[src/rtl/ide_pkg.sv]
// Package for the instruction dictionary encoder.
// Holds sizes, field widths, status and command codes, and shared types.
// No dependencies.
package ide_pkg;

    // Dictionary geometry.
    localparam int DICT_DEPTH = 256;
    localparam int WORD_WIDTH = 64;

    // Fixed port field widths.
    localparam int INSTR_W       = 64;
    localparam int CODE_W        = 8;
    localparam int CODE_BITS_W   = 4;
    localparam int STATUS_W      = 2;
    localparam int ENTRY_COUNT_W = 9;

    // Derived widths.
    localparam int CNT_W = $clog2(DICT_DEPTH + 1);

    // Match reduction: cells are grouped, each group encodes its hit locally.
    localparam int GRP_SIZE   = 16;
    localparam int GRP_IDX_W  = $clog2(GRP_SIZE);
    localparam int NUM_GRP    = (DICT_DEPTH + GRP_SIZE - 1) / GRP_SIZE;
    localparam int GRP_SEL_W  = (NUM_GRP > 1) ? $clog2(NUM_GRP) : 1;
    localparam int PAD_DEPTH  = NUM_GRP * GRP_SIZE;
    localparam int PAD_IDX_W  = GRP_SEL_W + GRP_IDX_W;

    // Command codes.
    localparam logic CMD_ADD    = 1'b0;
    localparam logic CMD_ENCODE = 1'b1;

    typedef enum logic [STATUS_W-1:0] {
        ST_OK   = 2'd0,
        ST_FULL = 2'd1,
        ST_MISS = 2'd2
    } t_status;

    // Registered result of one group of cells.
    typedef struct packed {
        logic                 any;
        logic [GRP_IDX_W-1:0] idx;
    } t_grp_res;

    // Number of bits needed to write n, never less than 1.
    function automatic logic [CODE_BITS_W-1:0] bits_for(input logic [CNT_W-1:0] n);
        logic [CODE_BITS_W-1:0] b;
        b = CODE_BITS_W'(1);
        for (int i = 1; i < CNT_W; i++) begin
            if (n[i]) begin
                b = CODE_BITS_W'(i + 1);
            end
        end
        return b;
    endfunction

endpackage

[src/rtl/ide_group.sv]
// Registered match encoder for one group of cells.
// Dictionary words are distinct, so at most one hit is set. Uses ide_pkg.
module ide_group (
    input  logic                         i_clk,
    input  logic [ide_pkg::GRP_SIZE-1:0] i_hits,
    output ide_pkg::t_grp_res            o_res
);
    import ide_pkg::*;

    t_grp_res r_res;
    t_grp_res n_res;

    always_comb begin
        n_res.any = |i_hits;
        n_res.idx = '0;
        for (int i = 0; i < GRP_SIZE; i++) begin
            if (i_hits[i]) begin
                n_res.idx = n_res.idx | GRP_IDX_W'(i);
            end
        end
    end

    always_ff @(posedge i_clk) begin
        r_res <= n_res;
    end

    assign o_res = r_res;

endmodule

[config.mk]
export PLATFORM = sky130hd
export DESIGN_NAME = ide_group
export DESIGN_NICKNAME = d
export VERILOG_FILES = /design/src/rtl/ide_pkg.sv /design/src/rtl/ide_group.sv
export SDC_FILE = /design/constraint.sdc
export NUM_CORES = 1
export LEC_CHECK = 0
export ABC_AREA = 1
export BUFFER_PORTS_ARGS = -buffer_cell sky130_fd_sc_hd__buf_2
export CAP_MARGIN = 20
export CORE_AREA = 2 2 39 41
export DETAILED_ROUTE_END_ITERATION = 8
export DIE_AREA = 0 0 41 43
export SLEW_MARGIN = 30
export SYNTH_ARGS = -nofsm -noshare
export SYNTH_HDL_FRONTEND = slang
export SYNTH_SLANG_ARGS = --single-unit
export TNS_END_PERCENT = 5
[constraint.sdc]
create_clock -name i_clk -period 0.8 [get_ports i_clk]
set_clock_uncertainty 0.2 [all_clocks]
set_input_delay 0.12 -clock i_clk [delete_from_list [all_inputs] [get_ports i_clk]]
set_output_delay 0.12 -clock i_clk [all_outputs]
set_load 0.005 [all_outputs]
==> run summary <==
Number of global-route vias before repair - 279
Routed Antenna Nets - 0
Worst-case clock buffer depth - 2
Hold Path End - o_res[2]
Dpl cells - 70
Total chip power - 0.610 mW
Tightest hold margin - -0.108 ns
Violated checks - hold timing, setup timing
Gpl congestion - 0.792
Fin. Hold Viols - 5
Async SR Flop Fraction - 0%
Post-DR wirelength/cell - 7.73 um
Design area - 379 um^2
Synth Area per Inst - 6.65 um^2
Min Tclk post-route - 0.966 ns
Worst Setup SP - o_res[0]
Ant diodes - 0
CTS Root Cell - clkbuf_4
Fin nets - 76
Drt drc - 0
Vias per cell - 3.82
CP cell instances - buf_6
Mapped Area - 213 um^2
Synth area leaders - dfxtp_1 47%, nor2_1 26%, nand2_1 11%, nand4_1 5.9%, nor2_2 5.9%
Leak pwr - 0.173 nW
Max VDD drop - 360 uV
Hold Path Class - primary input to flop
Global-route wire length before repair - 952 um
Share of cells above drive strength 1 - 48.3%
Largest net degree at the start of global routing - 5
CP delay by family, top - flip-flops
Worst Max-Slew Pin Slew - 0.166 ns
Crit path DAT - 0.65 ns
Worst Setup End Kind - output port
DRT iter0 DRCs - 1
Fin Setup TNS - -0.782 ns
PwrDens - 1610 nW/um^2
Die height - 43 um
Final WL - 572 um
GRT overflow - 0
Final setup violating endpoints - 5
Worst-path clk slew - 0.04 ns
Starting density of the core - 15.4%
Number of unique standard cell types used by synthesis - 7
Max Cap Violations - 0
Final Max Tran Viols - 0
Std-Cell Rows - 14
Rel. slew slack - 88.8%
Slowest cell on the critical path - dfxtp_2
Core Region - 1380 um^2
P&R area growth vs syn - 78.2%
Total CTS buffers - 3
Area after DPL - 345 um^2
Most frequent cells after synthesis - 15 x nor2_1, 6 x nand2_1, 5 x dfxtp_1
Crit share post-route - 121%
Status - finished with violations
H-Tree Depth - 1
Crit path buf inv count - 1
HP Start - i_hits[4]
Die X-Extent - 41 um
Pre-antenna DRT Iters - 4
Post-Syn Nets - 49
IO Port Bufs - 21
CP max stage delay - 0.31 ns
Sink Count - 5
Most frequent cell after synthesis - nor2_1
Initial antenna violation count - 0
Setup ws final - -0.166 ns
Post-Layout Cell Count - 74
Synth Warn # - 0
Post-Syn Instances - 32
Overall Global Routing Usage - 8.13%
Vias - 283
Peak Freq - 1.04 GHz
Setup CP Type - flop to output port
Number of flip-flops in the largest register - 5
WHS Path Cells - 3
Top FF cell, synth - dfxtp_1
Post-synthesis register bit count - 5
Die area - 1760 um^2
CTS tree - yes
Top-area cell type share of the netlist area - 47.1%
Setup Fix Bufs, Post-CTS - 0
Critical Path Start Type - flop
EDFF count, synth - 0
Peak fanout along the critical path - 1
Register area share after synthesis - 47.1%
Cell taking the most area after synthesis - dfxtp_1
Top Ports - 22
RSZ-0062 raised after global routing - true
CP Data Required Time - 0.48 ns
worst max-delay path by stage:
stage | endpoint | depth (start not counted)
floorplan | o_res[4] | 4
CTS | o_res[4] | 1
finish | o_res[0] | 1
global route | o_res[2] | 1
global placement | o_res[2] | 5
detailed placement | o_res[4] | 5
cell families (layout without fill, tap and decap cells):
family	count (synthesis)	count (layout)	share of synthesized area, %
simple gates	26	26	51.2
flops	5	5	47.1
buf+inv	1	27	1.76
layout make-up:
type / instances / area (um^2)
Fill cell: 157 / 1000
Timing Repair Buffer: 22 / 119
Multi-Input combinational cell: 26 / 109
Sequential cell: 5 / 101
Clock buffer: 4 / 26.3
Tap cell: 16 / 20.0
Inverter: 1 / 3.75
what timing repair did:
item                                    4_1_cts  5_1_grt
gates resized for setup                       0        2
endpoints found under the setup margin        5        5
endpoints found under the hold margin         5        5
through the flow:
stage / util (%) / setup slack [ns] / hold slack, ns
2_1_floorplan: - / 0.0421 / 0.0116
3_3_place_gp: 25.0 / -0.109 / 0.136
3_5_place_dp: 25.0 / -0.113 / 0.139
4_1_cts: 26.9 / -0.174 / -0.116
5_1_grt: 27.4 / -0.185 / -0.102
6_report: 27.4 / -0.166 / -0.108
power by group:
part,internal (mW),switching [mW]
clock network,0.188,0.0930
logic,0.0423,0.0356
registers,0.251,0.000162
routing by layer:
metal	vias up	GRT usage (%)	part of all wire [%]
li1	152	-	-
met1	115	8.68	38
met2	16	12.2	49
met3	0	0	12
met4	0	10.0	0
met5	-	0	0
placed cells by master (no fill, tap or decap):
| cell type | netlist | layout |
|---|---|---|
| buf_2 | 0 | 20 |
| buf_4 | 0 | 1 |
| buf_6 | 0 | 1 |
| clkbuf_1 | 0 | 1 |
| clkbuf_4 | 0 | 3 |
| dfxtp_1 | 5 | 4 |
| dfxtp_2 | 0 | 1 |
| inv_1 | 1 | 1 |
| nand2_1 | 6 | 6 |
| nand4_1 | 2 | 2 |
| nor2_1 | 15 | 15 |
| nor2_2 | 2 | 2 |
| nor3_1 | 1 | 1 |
Power figures use the tool's default switching activity.
