File: src/rtl/ide_pkg.sv
// Package for the instruction dictionary encoder.
// Holds sizes, field widths, status and command codes, and shared types.
// No dependencies.
package ide_pkg;

    // Dictionary geometry.
    localparam int DICT_DEPTH = 256;
    localparam int WORD_WIDTH = 64;

    // Fixed port field widths.
    localparam int INSTR_W       = 64;
    localparam int CODE_W        = 8;
    localparam int CODE_BITS_W   = 4;
    localparam int STATUS_W      = 2;
    localparam int ENTRY_COUNT_W = 9;

    // Derived widths.
    localparam int CNT_W = $clog2(DICT_DEPTH + 1);

    // Match reduction: cells are grouped, each group encodes its hit locally.
    localparam int GRP_SIZE   = 16;
    localparam int GRP_IDX_W  = $clog2(GRP_SIZE);
    localparam int NUM_GRP    = (DICT_DEPTH + GRP_SIZE - 1) / GRP_SIZE;
    localparam int GRP_SEL_W  = (NUM_GRP > 1) ? $clog2(NUM_GRP) : 1;
    localparam int PAD_DEPTH  = NUM_GRP * GRP_SIZE;
    localparam int PAD_IDX_W  = GRP_SEL_W + GRP_IDX_W;

    // Command codes.
    localparam logic CMD_ADD    = 1'b0;
    localparam logic CMD_ENCODE = 1'b1;

    typedef enum logic [STATUS_W-1:0] {
        ST_OK   = 2'd0,
        ST_FULL = 2'd1,
        ST_MISS = 2'd2
    } t_status;

    // Registered result of one group of cells.
    typedef struct packed {
        logic                 any;
        logic [GRP_IDX_W-1:0] idx;
    } t_grp_res;

    // Number of bits needed to write n, never less than 1.
    function automatic logic [CODE_BITS_W-1:0] bits_for(input logic [CNT_W-1:0] n);
        logic [CODE_BITS_W-1:0] b;
        b = CODE_BITS_W'(1);
        for (int i = 1; i < CNT_W; i++) begin
            if (n[i]) begin
                b = CODE_BITS_W'(i + 1);
            end
        end
        return b;
    endfunction

endpackage

File: src/rtl/ide_cell.sv
// One dictionary cell: holds one word, shifts it on to its neighbor on insert,
// and registers whether its word matches the broadcast key. Uses ide_pkg.
module ide_cell (
    input  logic                          i_clk,
    input  logic                          i_shift,
    input  logic                          i_valid,
    input  logic [ide_pkg::WORD_WIDTH-1:0] i_word,
    input  logic [ide_pkg::WORD_WIDTH-1:0] i_key,
    output logic [ide_pkg::WORD_WIDTH-1:0] o_word,
    output logic                          o_hit
);
    import ide_pkg::*;

    logic [WORD_WIDTH-1:0] r_word;
    logic                  r_hit;

    always_ff @(posedge i_clk) begin
        if (i_shift) begin
            r_word <= i_word;
        end
        r_hit <= i_valid && (r_word == i_key);
    end

    assign o_word = r_word;
    assign o_hit  = r_hit;

endmodule

File: config.mk
export PLATFORM = sky130hd
export DESIGN_NAME = ide_cell
export DESIGN_NICKNAME = d
export VERILOG_FILES = /design/src/rtl/ide_pkg.sv /design/src/rtl/ide_cell.sv
export SDC_FILE = /design/constraint.sdc
export NUM_CORES = 1
export LEC_CHECK = 0
export BUFFER_PORTS_ARGS = -buffer_cell sky130_fd_sc_hd__buf_2
export CAP_MARGIN = 20
export CORE_UTILIZATION = 36
export DETAILED_ROUTE_END_ITERATION = 16
export PLACE_DENSITY = 0.72
export RECOVER_POWER = 50
export SETUP_SLACK_MARGIN = 0.4
export SLEW_MARGIN = 0
export SYNTH_ARGS = -nofsm -noshare
export SYNTH_HDL_FRONTEND = slang
export SYNTH_SLANG_ARGS = --single-unit
File: constraint.sdc
create_clock -name i_clk -period 1.3 [get_ports i_clk]
set_input_delay 0.065 -clock i_clk [delete_from_list [all_inputs] [get_ports i_clk]]
set_output_delay 0.065 -clock i_clk [all_outputs]
set_load 0.05 [all_outputs]
==> impl_metrics.csv <==
group,metric,value,unit
run_status,status,"finished, violations left",
run_status,violations,"negative setup slack",
power,cellPowerDensity,1132,nW/um^2
clock_tree,numClockSinks,65,
setup_path,worstSetupStartpointType,"flop",
synthesis,synth_fp_nets,295,
sta,min_period,1513,ps
sta,fin_skew,10.63,ps
setup_path,path_class,"flop to flop",
sta,final-setup-viol-count,1,
cells_and_area,fin_nets,581,
setup_path,cp_max_fo,2,
synthesis,netlist_instances,164,
cells_and_area,syn2layout_area_growth,94.53,%
routing,viasPerCell,4.490,
power,peakVddDrop,0.6800,mV
floorplan,core,7214,sq um
routing,vias,2483,
floorplan,die_area,7776,sq um
synthesis,synth_top_family_by_area,"XOR/XNOR gates",
global_route,grt_pass1_wl,11850,um
power,p_leak,2.262,nW
placement,port_buffers,195,
sta,maxSlewViolCount,0,
routing,ant_nets,0,
setup_path,worstPathCellList,"xnor2_1, nand4_1, nor4_2, nand4_1, nor4_2",
clock_tree,clk_latency,330,ps
setup_path,crit_slowest_cell,"edfxtp_1",
synthesis,synth_area_per_cell,16.30,sq um
sta,slew_headroom,0.4309,
sta,rsz0062_at_grt,"yes",
clock_tree,cts_max_level,3,
sta,fmax,660.7,MHz
synthesis,syn-cell-area,2674,sq um
floorplan,die_w,88.18,um
routing,routedWlPerCell,15.49,um
synthesis,yosysWarnings,0,
routing,post-route-drc-count,0,
synthesis,synthSimpleGateAreaFrac,0.05007,
sta,period_share,1.164,
routing,wl,8565,um
sta,timing.final.ws_setup,-213.5,ps
cells_and_area,fin_util,0.7210,
routing,firstDrtPassIters,6,
synthesis,synth_fa_ha_area_frac,0,
synthesis,synth_compound_area_frac,0.04024,
sta,hold_viol_final,0,
setup_path,critPathRequiredTime,1540,ps
job,max-cap-violations,0,
synthesis,synthMuxAreaShare,0,
clock_tree,cts_buffer_depth,2,
synthesis,yosys.area_share.xor_xnor,0.1638,
clock_tree,cts_root_buf,"clkbuf_8",
routing,drtIter0Drc,77,
cells_and_area,finalNonFillerCells,553,
placement,pre_cts_ws,-319.9,ps
floorplan,die_h,88.18,um
clock_tree,cts_made_buffers,9,
floorplan,ioPinCount,196,
setup_path,cp-end-kind,"flop",
synthesis,synth_seq_cells,65,
placement,dp_cells,468,
sta,holdWs,110.1,ps
setup_path,arrival,1750,ps
cells_and_area,antenna_cells,0,
global_route,track_usage,0.2122,
floorplan,fp-row-count,31,
synthesis,synthTopCellsByArea,"edfxtp_1, xnor2_1, xor2_1",
synthesis,ys_types,17,
global_route,grt_pass1_vias,2605,
global_route,overflow,0,
cells_and_area,final_cell_mix,"buf_2, dlygate4sd3_1, edfxtp_1, buf_6, xnor2_1",
floorplan,start_util,0.3706,
cells_and_area,layout_commonest_cell,"buf_2",
synthesis,yosys.area.top_type,"edfxtp_1",
worst_hold_path,min_path_type,"input pin to flop",
setup_path,path_buf_inv,0,
clock_tree,cts_tree,"yes",
synthesis,ys_seq_area_frac,0.7263,
sta,tightest_slew,853.6,ps
global_route,antenna_found_initial,0,
placement,gp_congestion,0.8117,
setup_path,max_stage_delay,440,ps
cells_and_area,drive_gt1_frac,0.5044,
synthesis,synth_top_area_share,0.7188,
clock_tree,clk_pin_slew,70,ps
setup_path,regToRegSetupSlack,-210,ps
placement,dpl.hpwl,5351,um
global_route,grt_max_degree,33,
setup_path,cp_top_family,"simple AND/OR/NAND/NOR gates",
cell usage after synthesis:
library cell	instances
edfxtp_1	64
xnor2_1	28
xor2_1	22
inv_1	14
nand4_1	9
nor4_1	8
o22ai_1	5
a221oi_1	3
nand3_1	2
o2bb2ai_1	2
a222oi_1	1
a22o_1	1
a2bb2oi_1	1
dfxtp_1	1
nor3_1	1
nor4_2	1
o21ai_0	1
power by group:
group | internal, mW | switching [mW] | total [mW]
Clock | 0.867 | 0.721 | 1.59
Sequential | 2.50 | 0.142 | 2.64
Combinational | 0.757 | 0.903 | 1.66
cells by family (layout without fill, tap and decap cells):
kind of cell	after synthesis	in the layout
DFF	65	65
AOI/OAI and AO/OA	14	14
xor gates and xnor gates	50	50
buffers and inverters	14	304
and+or+nand+nor	21	21
routing by layer:
| metal | track usage | share of wire |
|---|---|---|
| met5 | 0 | 0 |
| met4 | 0.08651 | 0.017 |
| met3 | 0.05090 | 0.060 |
| met2 | 0.4161 | 0.57 |
| met1 | 0.2110 | 0.35 |
registers in the layout (all words and copies together), names as in the netlist:
register	flops
o_hit	1
o_word	64
area by class of cell:
class / instances / area (sq um)
multi-input combinational: 85 / 711.9
fill: 492 / 2013
clock buffer: 11 / 131.4
tap: 99 / 123.9
timing repair buffer: 275 / 2195
inverter: 14 / 52.55
sequential: 65 / 1942
clock inverter: 4 / 45.04
worst paths after layout:
| check | cells past startpoint | from | to |
|---|---|---|---|
| max | 5 | o_word[33] | o_hit |
| min | 4 | i_key[61] | o_hit |
| max reg2reg | 5 | o_word[33] | o_hit |
| min reg2reg | 3 | o_word[5] | o_hit |
per-stage QoR:
stage	setup TNS, ps	power (mW)	cell area, sq um
2_1_floorplan	-252.6	3.401	2674
4_1_cts	-238.1	5.873	5135
6_report	-213.5	5.887	5201
3_3_place_gp	-312.0	3.860	3874
3_5_place_dp	-319.9	3.882	3874
5_1_grt	-315.4	6.126	5201
repair_timing:
action / in CTS / in global routing
gates resized for setup: 136 / 15
setup endpoints to repair: 66 / 66
endpoints found under the hold margin: 64 / 0
hold buffers: 64 / 0
setup buffers: 1 / 5
pin swaps: 0 / 3
worst register-to-register path, delay by kind of cell (launching register included):
family	cells	cell delay (ps)
xor+xnor	1	180
flops	1	440
simple gates	4	800
Power figures use the tool's default switching activity.
